`src/rtl/wqtt_pkg.sv`:
```
`timescale 1ns / 1ps

package wqtt_pkg;

  // Scan event codes carried on req_type.
  localparam logic [1:0] REQ_OTHER = 2'd0;
  localparam logic [1:0] REQ_RUN   = 2'd1;
  localparam logic [1:0] REQ_EOL   = 2'd2;

  // Token codes driven on token_kind.
  localparam logic [2:0] KIND_NONE    = 3'd0;
  localparam logic [2:0] KIND_I_OPEN  = 3'd1;
  localparam logic [2:0] KIND_I_CLOSE = 3'd2;
  localparam logic [2:0] KIND_B_OPEN  = 3'd3;
  localparam logic [2:0] KIND_B_CLOSE = 3'd4;

  // Apostrophe run lengths that select the quote rule.
  localparam logic [7:0] RUN_ITALIC = 8'd2;
  localparam logic [7:0] RUN_BOLD   = 8'd3;
  localparam logic [7:0] RUN_BOLD_X = 8'd4;

  // One scan event as held in the input register.
  typedef struct packed {
    logic [1:0] req_type;
    logic [7:0] run_length;
    logic       ok_io;
    logic       ok_ic;
    logic       ok_bo;
    logic       ok_bc;
    logic       recovering;
  } event_t;

  // Span tracking state.
  typedef struct packed {
    logic in_italic;
    logic in_bold;
    logic nested;
    logic queued_italic;
    logic queued_bold;
  } span_state_t;

endpackage

```
`src/rtl/wiki_quote_toggle_tracker_top.sv`:
```
`timescale 1ns / 1ps

// Bold and italic span tracker for wiki apostrophe markup. Each scan event
// (an apostrophe run, a line end or any other position) gives exactly one
// result: a token with its width and the span flags after the event. An event
// passes through an input register, one level of flag logic and a result
// register. Its result is held in the result register until it is taken.
// One event is taken on every clock while the result side keeps up. The span
// state is updated as each event moves into the result register, which is
// what lets the next event follow in the very next cycle.
module wiki_quote_toggle_tracker_top
  import wqtt_pkg::*;
(
  input  logic       clk,
  input  logic       rst,
  input  logic       in_valid,
  output logic       in_stall,
  input  logic [1:0] req_type,
  input  logic [7:0] run_length,
  input  logic       allow_italic_open,
  input  logic       allow_italic_close,
  input  logic       allow_bold_open,
  input  logic       allow_bold_close,
  input  logic       recovering,
  output logic       out_valid,
  input  logic       out_stall,
  output logic [2:0] token_kind,
  output logic [7:0] token_width,
  output logic       italic_active,
  output logic       bold_active
);

  event_t      held;
  logic        held_valid;
  span_state_t st;
  span_state_t st_next;
  logic [2:0]  kind_next;
  logic [7:0]  width_next;
  logic        done;
  logic        both;
  logic        any_ok;
  logic        advance;

  // The held event moves on when the result register is empty or is being taken.
  assign advance  = held_valid && (!out_valid || !out_stall);
  assign in_stall = held_valid && !advance;

  // Input register.
  always_ff @(posedge clk) begin
    if (rst) begin
      held_valid <= 1'b0;
    end else if (!in_stall) begin
      held_valid <= in_valid;
    end
    if (!in_stall && in_valid) begin
      held <= '{req_type, run_length, allow_italic_open, allow_italic_close,
                allow_bold_open, allow_bold_close, recovering};
    end
  end

  // Quote rule: queued toggle first, then line end or apostrophe run.
  always_comb begin
    st_next    = st;
    kind_next  = KIND_NONE;
    width_next = 8'd0;
    done       = 1'b0;
    both       = 1'b0;
    any_ok     = held.ok_io || held.ok_ic || held.ok_bo || held.ok_bc;
    if (!held.recovering) begin
      if (st.queued_italic || st.queued_bold) begin
        if (st.queued_bold) begin
          st_next.queued_bold = 1'b0;
          if (st.in_bold) begin
            if (held.ok_bc) begin
              st_next.in_bold = 1'b0;
              st_next.nested  = 1'b0;
              kind_next       = KIND_B_CLOSE;
              done            = 1'b1;
            end
          end else if (held.ok_bo) begin
            st_next.in_bold = 1'b1;
            if (st.in_italic) begin
              st_next.nested = 1'b1;
            end
            kind_next = KIND_B_OPEN;
            done      = 1'b1;
          end
        end else begin
          st_next.queued_italic = 1'b0;
          if (st.in_italic) begin
            if (held.ok_ic) begin
              st_next.in_italic = 1'b0;
              kind_next         = KIND_I_CLOSE;
              done              = 1'b1;
            end
          end else if (held.ok_io) begin
            st_next.in_italic = 1'b1;
            kind_next         = KIND_I_OPEN;
            done              = 1'b1;
          end
        end
        // A refused queued toggle drops the whole queue.
        if (!done) begin
          st_next.queued_italic = 1'b0;
          st_next.queued_bold   = 1'b0;
        end
      end
      if (!done) begin
        both = st.in_italic && st.in_bold;
        if (held.req_type == REQ_EOL) begin
          // Close the innermost open span, zero-width.
          if (st.in_bold && (!st.in_italic || st.nested)) begin
            if (held.ok_bc) begin
              st_next.in_bold = 1'b0;
              st_next.nested  = 1'b0;
              kind_next       = KIND_B_CLOSE;
            end
          end else if (st.in_italic && held.ok_ic) begin
            st_next.in_italic = 1'b0;
            kind_next         = KIND_I_CLOSE;
          end
        end else if (held.req_type == REQ_RUN && held.run_length >= RUN_ITALIC
                     && any_ok) begin
          if (held.run_length == RUN_ITALIC && both && st.nested && held.ok_bc) begin
            // Inner bold must close before the italic around it.
            st_next.in_bold = 1'b0;
            st_next.nested  = 1'b0;
            kind_next       = KIND_B_CLOSE;
          end else if (held.run_length == RUN_BOLD && both && !st.nested
                       && held.ok_ic) begin
            // Inner italic must close before the bold around it.
            st_next.in_italic = 1'b0;
            kind_next         = KIND_I_CLOSE;
          end else if (held.run_length == RUN_ITALIC) begin
            if (st.in_italic && held.ok_ic) begin
              st_next.in_italic = 1'b0;
              kind_next         = KIND_I_CLOSE;
              width_next        = held.run_length;
            end else if (held.ok_io) begin
              st_next.in_italic = 1'b1;
              st_next.nested    = 1'b0;
              kind_next         = KIND_I_OPEN;
              width_next        = held.run_length;
            end
          end else if (held.run_length == RUN_BOLD || held.run_length == RUN_BOLD_X) begin
            if (st.in_bold && held.ok_bc) begin
              st_next.in_bold = 1'b0;
              st_next.nested  = 1'b0;
              kind_next       = KIND_B_CLOSE;
              width_next      = held.run_length;
            end else if (held.ok_bo) begin
              st_next.in_bold = 1'b1;
              if (st.in_italic) begin
                st_next.nested = 1'b1;
              end
              kind_next  = KIND_B_OPEN;
              width_next = held.run_length;
            end
          end else if ((both && st.nested) || (!st.in_italic && st.in_bold)) begin
            // Five or more: close bold now, toggle italic next.
            if (held.ok_bc) begin
              st_next.in_bold       = 1'b0;
              st_next.nested        = 1'b0;
              st_next.queued_italic = 1'b1;
              kind_next             = KIND_B_CLOSE;
              width_next            = held.run_length;
            end
          end else if (st.in_italic) begin
            // Five or more: close italic now, toggle bold next.
            if (held.ok_ic) begin
              st_next.in_italic   = 1'b0;
              st_next.queued_bold = 1'b1;
              kind_next           = KIND_I_CLOSE;
              width_next          = held.run_length;
            end
          end else if (held.ok_io) begin
            // Five or more with nothing open: open italic, then bold.
            st_next.in_italic   = 1'b1;
            st_next.queued_bold = 1'b1;
            kind_next           = KIND_I_OPEN;
            width_next          = held.run_length;
          end
        end
      end
    end
  end

  // Span state and result register.
  always_ff @(posedge clk) begin
    if (rst) begin
      st        <= '0;
      out_valid <= 1'b0;
    end else begin
      if (advance) begin
        st <= st_next;
      end
      if (!out_valid || !out_stall) begin
        out_valid <= held_valid;
      end
    end
    if (advance) begin
      token_kind    <= kind_next;
      token_width   <= width_next;
      italic_active <= st_next.in_italic;
      bold_active   <= st_next.in_bold;
    end
  end

`ifndef SYNTHESIS
  // Only one toggle is ever queued at a time.
  assert property (@(posedge clk) disable iff (rst)
    !(st.queued_italic && st.queued_bold))
    else $error("both toggles queued");

  // Nesting is only recorded while bold is open.
  assert property (@(posedge clk) disable iff (rst) st.nested |-> st.in_bold)
    else $error("nested flag set without bold span");

  // The span state moves only with an event.
  assert property (@(posedge clk) disable iff (rst) !advance |=> $stable(st))
    else $error("span state changed without an event");

  // An event in error recovery leaves the state alone.
  assert property (@(posedge clk) disable iff (rst)
    advance && held.recovering |=> $stable(st))
    else $error("recovering event changed span state");

  // A result with width always carries a token.
  assert property (@(posedge clk) disable iff (rst)
    out_valid && token_width != 8'd0 |-> token_kind != KIND_NONE)
    else $error("width without token");
`endif

endmodule

```
`config.mk`:
```
export PLATFORM = sky130hd
export DESIGN_NAME = wiki_quote_toggle_tracker_top
export DESIGN_NICKNAME = d
export VERILOG_FILES = /design/src/rtl/wqtt_pkg.sv /design/src/rtl/wiki_quote_toggle_tracker_top.sv
export SDC_FILE = /design/constraint.sdc
export NUM_CORES = 1
export LEC_CHECK = 0
export BUFFER_PORTS_ARGS = -buffer_cell sky130_fd_sc_hd__buf_2
export CAP_MARGIN = 20
export CORE_UTILIZATION = 50
export DETAILED_ROUTE_END_ITERATION = 16
export MAX_ROUTING_LAYER = met4
export PLACE_DENSITY = 0.77
export SYNTH_ARGS = -nofsm -noshare
export SYNTH_HDL_FRONTEND = slang
export SYNTH_SLANG_ARGS = --single-unit
```
`constraint.sdc`:
```
create_clock -name clk -period 2.71 [get_ports clk]
set_input_delay 0.271 -clock clk [delete_from_list [all_inputs] [get_ports clk]]
set_output_delay 0.271 -clock clk [all_outputs]
set_load 0.005 [all_outputs]
```
# --- Yosys cells after proc, flatten, opt, wreduce, memory -nomap -nowiden ---
# Index checks and enable logic that the tools add are counted.
op_classes:
  n_bitwise: 2
  magnitude_cmp: 1
  n_mux: 104
  eq_ne: 5
  reduce_logical: 33
ops:
  columns: ["cell", "count"]
  rows:
  - ["2-to-1 mux 3 bit", 33]
  - ["2-to-1 mux 8 bit", 10]
  - ["2-to-1 mux 1 bit", 37]
  - ["2-to-1 mux 2 bit", 18]
  - ["2-to-1 mux 5 bit", 5]
  - ["logical AND 1 bit", 17]
  - ["equality test 8 x 2 -> 1 bit (second input constant)", 2]
  - ["equality test 8 x 3 -> 1 bit (second input constant)", 1]
  - ["greater-or-equal comparator 8 x 2 -> 1 bit (second input constant)", 1]
  - ["logical OR 1 bit", 8]
  - ["zero test 1 bit", 6]
  - ["OR reduction 6 bit", 1]
  - ["2-to-1 mux 4 bit", 1]
  - ["equality test 2 x 1 -> 1 bit (second input constant)", 1]
  - ["equality test 2 bit (second input constant)", 1]
  - ["NOT 1 bit", 2]
  - ["AND reduction 2 bit", 1]
totals:
  out_inout_bits: 15
  reg_bits: 35
  in_bits: 19
  word_cells: 163

# --- Longest topological paths before layout ---
logic_depth:
  depth_word: 27
  depth_mapped: 8
  ltp_nobuf: 6

# --- Worst setup path after synthesis ---
# No wires, ideal clock.
synth_timing:
  path_kind: "register -> register"
  startpoint: "reg held[5] in the netlist's numbering"
  endpoint: "reg token_width[1], data pin"
  n_path_buf: 2
  slack_ps: 447
  stages_incl_launch_ff: 9
  arrival_ps: 2009
  required_time_ps: 2455
  setup_time_ps: 255
  path_cell_list: "edfxtp_1 buf_6 or3b_4 a211o_1 buf_6 or3_4 a21oi_2 a211oi_2 and2_1"
synth_via:
  elab_chain_len: 5
  elab_cells_between_ends: 17
  classes_between: "1 x order compare; 3 x eq/ne; 2 x mux; 1 x bitwise; 10 x reduce/logical"
synth_lines:
  columns: ["element", "line", "source"]
  rows:
  - ["start, declared", "wiki_quote_toggle_tracker_top.sv:33", "event_t held;"]
  - ["start signal, assigned", "wiki_quote_toggle_tracker_top.sv:56", "held <= '{req_type, run_length, allow_italic_open, allow_italic_close,"]
  - ["greater-or-equal comparator 8 x 2 -> 1 bit, or another cell as far along", "wiki_quote_toggle_tracker_top.sv:122", "end else if (held.req_type == REQ_RUN && held.run_length >= RUN_ITALIC"]
  - ["logical AND 1 bit (on tied branches)", "wiki_quote_toggle_tracker_top.sv:122, wiki_quote_toggle_tracker_top.sv:124, wiki_quote_toggle_tracker_top.sv:129", null]
  - ["logical AND 1 bit (on tied branches)", "wiki_quote_toggle_tracker_top.sv:123, wiki_quote_toggle_tracker_top.sv:124, wiki_quote_toggle_tracker_top.sv:129", null]
  - ["NOT 1 bit (no line), or another cell as far along", null, null]
  - ["OR reduction 6 bit (no line)", null, null]
  - ["end signal, assigned", "wiki_quote_toggle_tracker_top.sv:203", "token_width <= width_next;"]
  - ["end, declared", "wiki_quote_toggle_tracker_top.sv:28", "output logic [7:0] token_width,"]
# Several ways; a longest one is shown, not always the timed one.
# A chain may end at the register's enable or synchronous reset.

# --- Worst setup path in the final report ---
layout_timing:
  startpoint: "reg held[9] in the netlist's numbering"
  endpoint: "reg token_width[6], data pin"
# The elaborated chain is that of the path after synthesis.

==> impl_metrics.py <==
metrics = {
    "layout": {
        "area_growth_pct": 15.9,
        "layout-drive-gt1-share_pct": 23.9,
        "fin_cells": 303,
        "final_area_um2": 2370,
        "diodes": 0,
        "nets": 274,
    },
    "clock_network": {
        "clkTransAtPathRegs_ps": 70,
        "clock-sinks": 35,
        "cts-resized-gates": 0,
        "cts_tree": "done",
        "post_cts_buffers": 0,
        "clockRootBuffer": "clkbuf_8",
        "numCtsBuffers": 5,
        "hold_buffers": 0,
        "clkLatencyLatePin_ps": 280,
        "htree_levels": 2,
        "cts_buffer_depth": 2,
    },
    "die": {
        "placeableCoreArea_um2": 3800,
        "dieHeight_um": 66.0,
        "io_pins": 34,
        "num_rows": 22,
        "die-area_um2": 4350,
        "initial_utilization_pct": 53.9,
        "fp.dieW_um": 66.0,
    },
    "worst_setup_path": {
        "arrival_ps": 2480,
        "cp-start-kind": "flip-flop",
        "r2r_cells": 6,
        "criticalPathCategory": "flip-flop to flip-flop",
        "cp-end-kind": "flip-flop",
        "worstPathMaxFanout": 10,
        "required_ps": 2750,
    },
    "global_route": {
        "grt_usage_pct": 26.7,
        "grt_pass1_vias": 1717,
        "antenna_found_initial": 0,
        "grt_overflow": 0,
        "grt_pass1_wl_mm": 8.28,
        "grt_max_degree": 16,
    },
    "synth": {
        "synth_mux_area_share_pct": 2.94,
        "yosysTopAreaCellShare_pct": 41.1,
        "synth_largest_area_cell": "edfxtp_1",
        "yosysUniqueCellTypes": 48,
        "avgSynthCellArea_um2": 9.43,
        "synth-edff-count": 28,
        "yosysSeqAreaShare_pct": 48.0,
        "yosys.area_share.simple_pct": 25.5,
        "synthTopCellsByArea": "edfxtp_1 41%, dfxtp_1 6.9%, a21oi_1 5.1%, nor2_1 5.0%, nand2_1 3.3%",
        "synth_nets": 236,
        "synth_top_family_by_area": "simple AND/OR/NAND/NOR gates",
        "ys.flop_type": "edfxtp_1",
        "async_reset_ff_share_pct": 0,
        "synth-compound-area-share_pct": 19.9,
        "synth_fa_ha_area_share_pct": 0,
        "synth_xor_area_share_pct": 0,
        "yosysWarnings": 0,
        "synth_cells": 217,
        "ys_ff_latch": 35,
        "syn_area_um2": 2050,
    },
    "hold_path": {
        "hold_depth": 1,
        "hold_class": "input pin to flip-flop",
    },
    "power": {
        "vdd_drop_max_mv": 0.373,
        "leakage_nw": 0.906,
        "power_density_nw_per_um2": 472,
    },
    "timing": {
        "rsz0062_at_grt": "false",
        "final.min_clock_period_ps": 2450,
        "fin_skew_ps": 11.1,
        "max_freq_mhz": 409,
        "setup_ws_ps": 265,
        "finalSetupTns_ps": 0,
        "min_period_over_period_pct": 90.2,
        "slew_viol_final": 0,
        "slew_headroom_pct": 56.8,
        "setup_viol": 0,
        "hold_viol": 0,
        "tightest_slew_ps": 648,
    },
    "outcome": {
        "status": "finished clean",
    },
    "place": {
        "dpl.hpwl_mm": 3.70,
        "portBuffers": 33,
        "gp_congestion": 0.967,
        "placedCellCount": 296,
        "dpl_cell_area_um2": 2290,
        "preCtsSetupSlack_ps": 295,
    },
    "drt": {
        "vias": 1813,
        "drt_wl_total_mm": 5.00,
        "viasPerCell": 5.98,
        "drc": 0,
        "first_pass_iters": 5,
        "ant_nets": 0,
        "drt_iter0_drc": 190,
        "post_drt_wl_per_cell_um": 16.5,
    },
    "run": {
        "drv_cap": 0,
    },
}
[cell families (layout without fill, tap and decap cells)]
kind of cell / Yosys count / count (layout)
AO/OA/AOI/OAI: 64 / 64
buffers and inverters: 16 / 54
flip-flops: 35 / 35
multiplexers: 6 / 6
AND/OR/NAND/NOR: 96 / 96
[stage by stage]
| stage | hold WS, ps | util, % | power [W] |
|---|---|---|---|
| 3_3_place_gp | 447 | 60.4 | 0.000778 |
| 4_1_cts | 157 | 62.4 | 0.00112 |
| 5_1_grt | 151 | 62.4 | 0.00116 |
| 6_report | 162 | 62.4 | 0.00112 |
| 3_5_place_dp | 449 | 60.4 | 0.000780 |
| 2_1_floorplan | 370 | - | 0.000724 |
[routing by layer]
metal	track usage [%]	up-vias	wire length, um
met5	-	-	0
met4	12.0	0	116
met3	4.14	12	445
met2	41.5	95	2320
met1	34.5	823	2110
li1	-	883	-
[state kept, by name (all words and copies together), names as in the netlist]
signal / count
out_valid: 1
bold_active: 1
st: 5
token_width: 8
italic_active: 1
token_kind: 3
held: 15
held_valid: 1
[placed cells by master (no fill, tap or decap), types with 2 or more instances in the layout]
master	Yosys	final
a211oi_1	2	2
a21o_1	4	4
a21oi_1	21	21
a22o_1	2	2
a31oi_1	5	5
and2_1	9	9
and3_1	2	2
buf_2	0	33
buf_4	0	12
clkbuf_8	0	5
dfxtp_1	7	7
edfxtp_1	28	28
inv_1	2	2
mux2i_1	6	6
nand2_1	18	18
nand2b_1	9	9
nand3_1	3	3
nand3b_1	3	3
nand4_1	4	4
nand4b_1	2	2
nor2_1	27	27
nor2b_1	3	3
nor3_1	4	4
nor4_1	2	2
o21a_1	2	2
o21ai_0	12	12
o22ai_1	2	2
or2_2	3	3
[worst max-delay path, stage by stage, from the launching register on]
cell	delay (ps)
edfxtp_1	390
or4_4	570
a211o_1	400
or3_4	390
a21oi_2	170
a211oi_2	90
and2_1	180
[where the power goes]
group	switching, W	internal, W	leakage, nW
clock	0.000177	0.000171	0.0414
combinational	0.0000748	0.0000604	0.543
sequential	0.0000245	0.000610	0.321
[final cells by class]
class                   count  area (um2)
inverters                   2        7.51
clock inverters             2        8.76
clock buffers               5        68.8
multi-input cells         166         990
repair buffers             45         255
well taps                  48        60.1
flip-flops and latches     35         981
fillers                   321        1430
[cells in the mapped netlist (all sizes together), types with 2 or more instances]
cell,instances
edfxtp,28
nor2,27
a21oi,22
nand2,18
o21ai,13
clkbuf,12
and2,9
nand2b,9
dfxtp,7
mux2i,6
a31oi,5
nor3,5
a21o,4
nand4,4
or2,4
a211oi,3
nand3,3
nand3b,3
nor2b,3
a22o,2
and3,2
buf,2
inv,2
nand4b,2
nor4,2
o21a,2
o22ai,2
o311ai,2
[final timing paths]
kind,startpoint,endpoint,slack (ps)
max,held[9],token_width[6],260
max reg2reg,held[9],token_width[6],260
min,run_length[0],held[5],160
min reg2reg,held_valid,out_valid,500
Power figures use the tool's default switching activity.
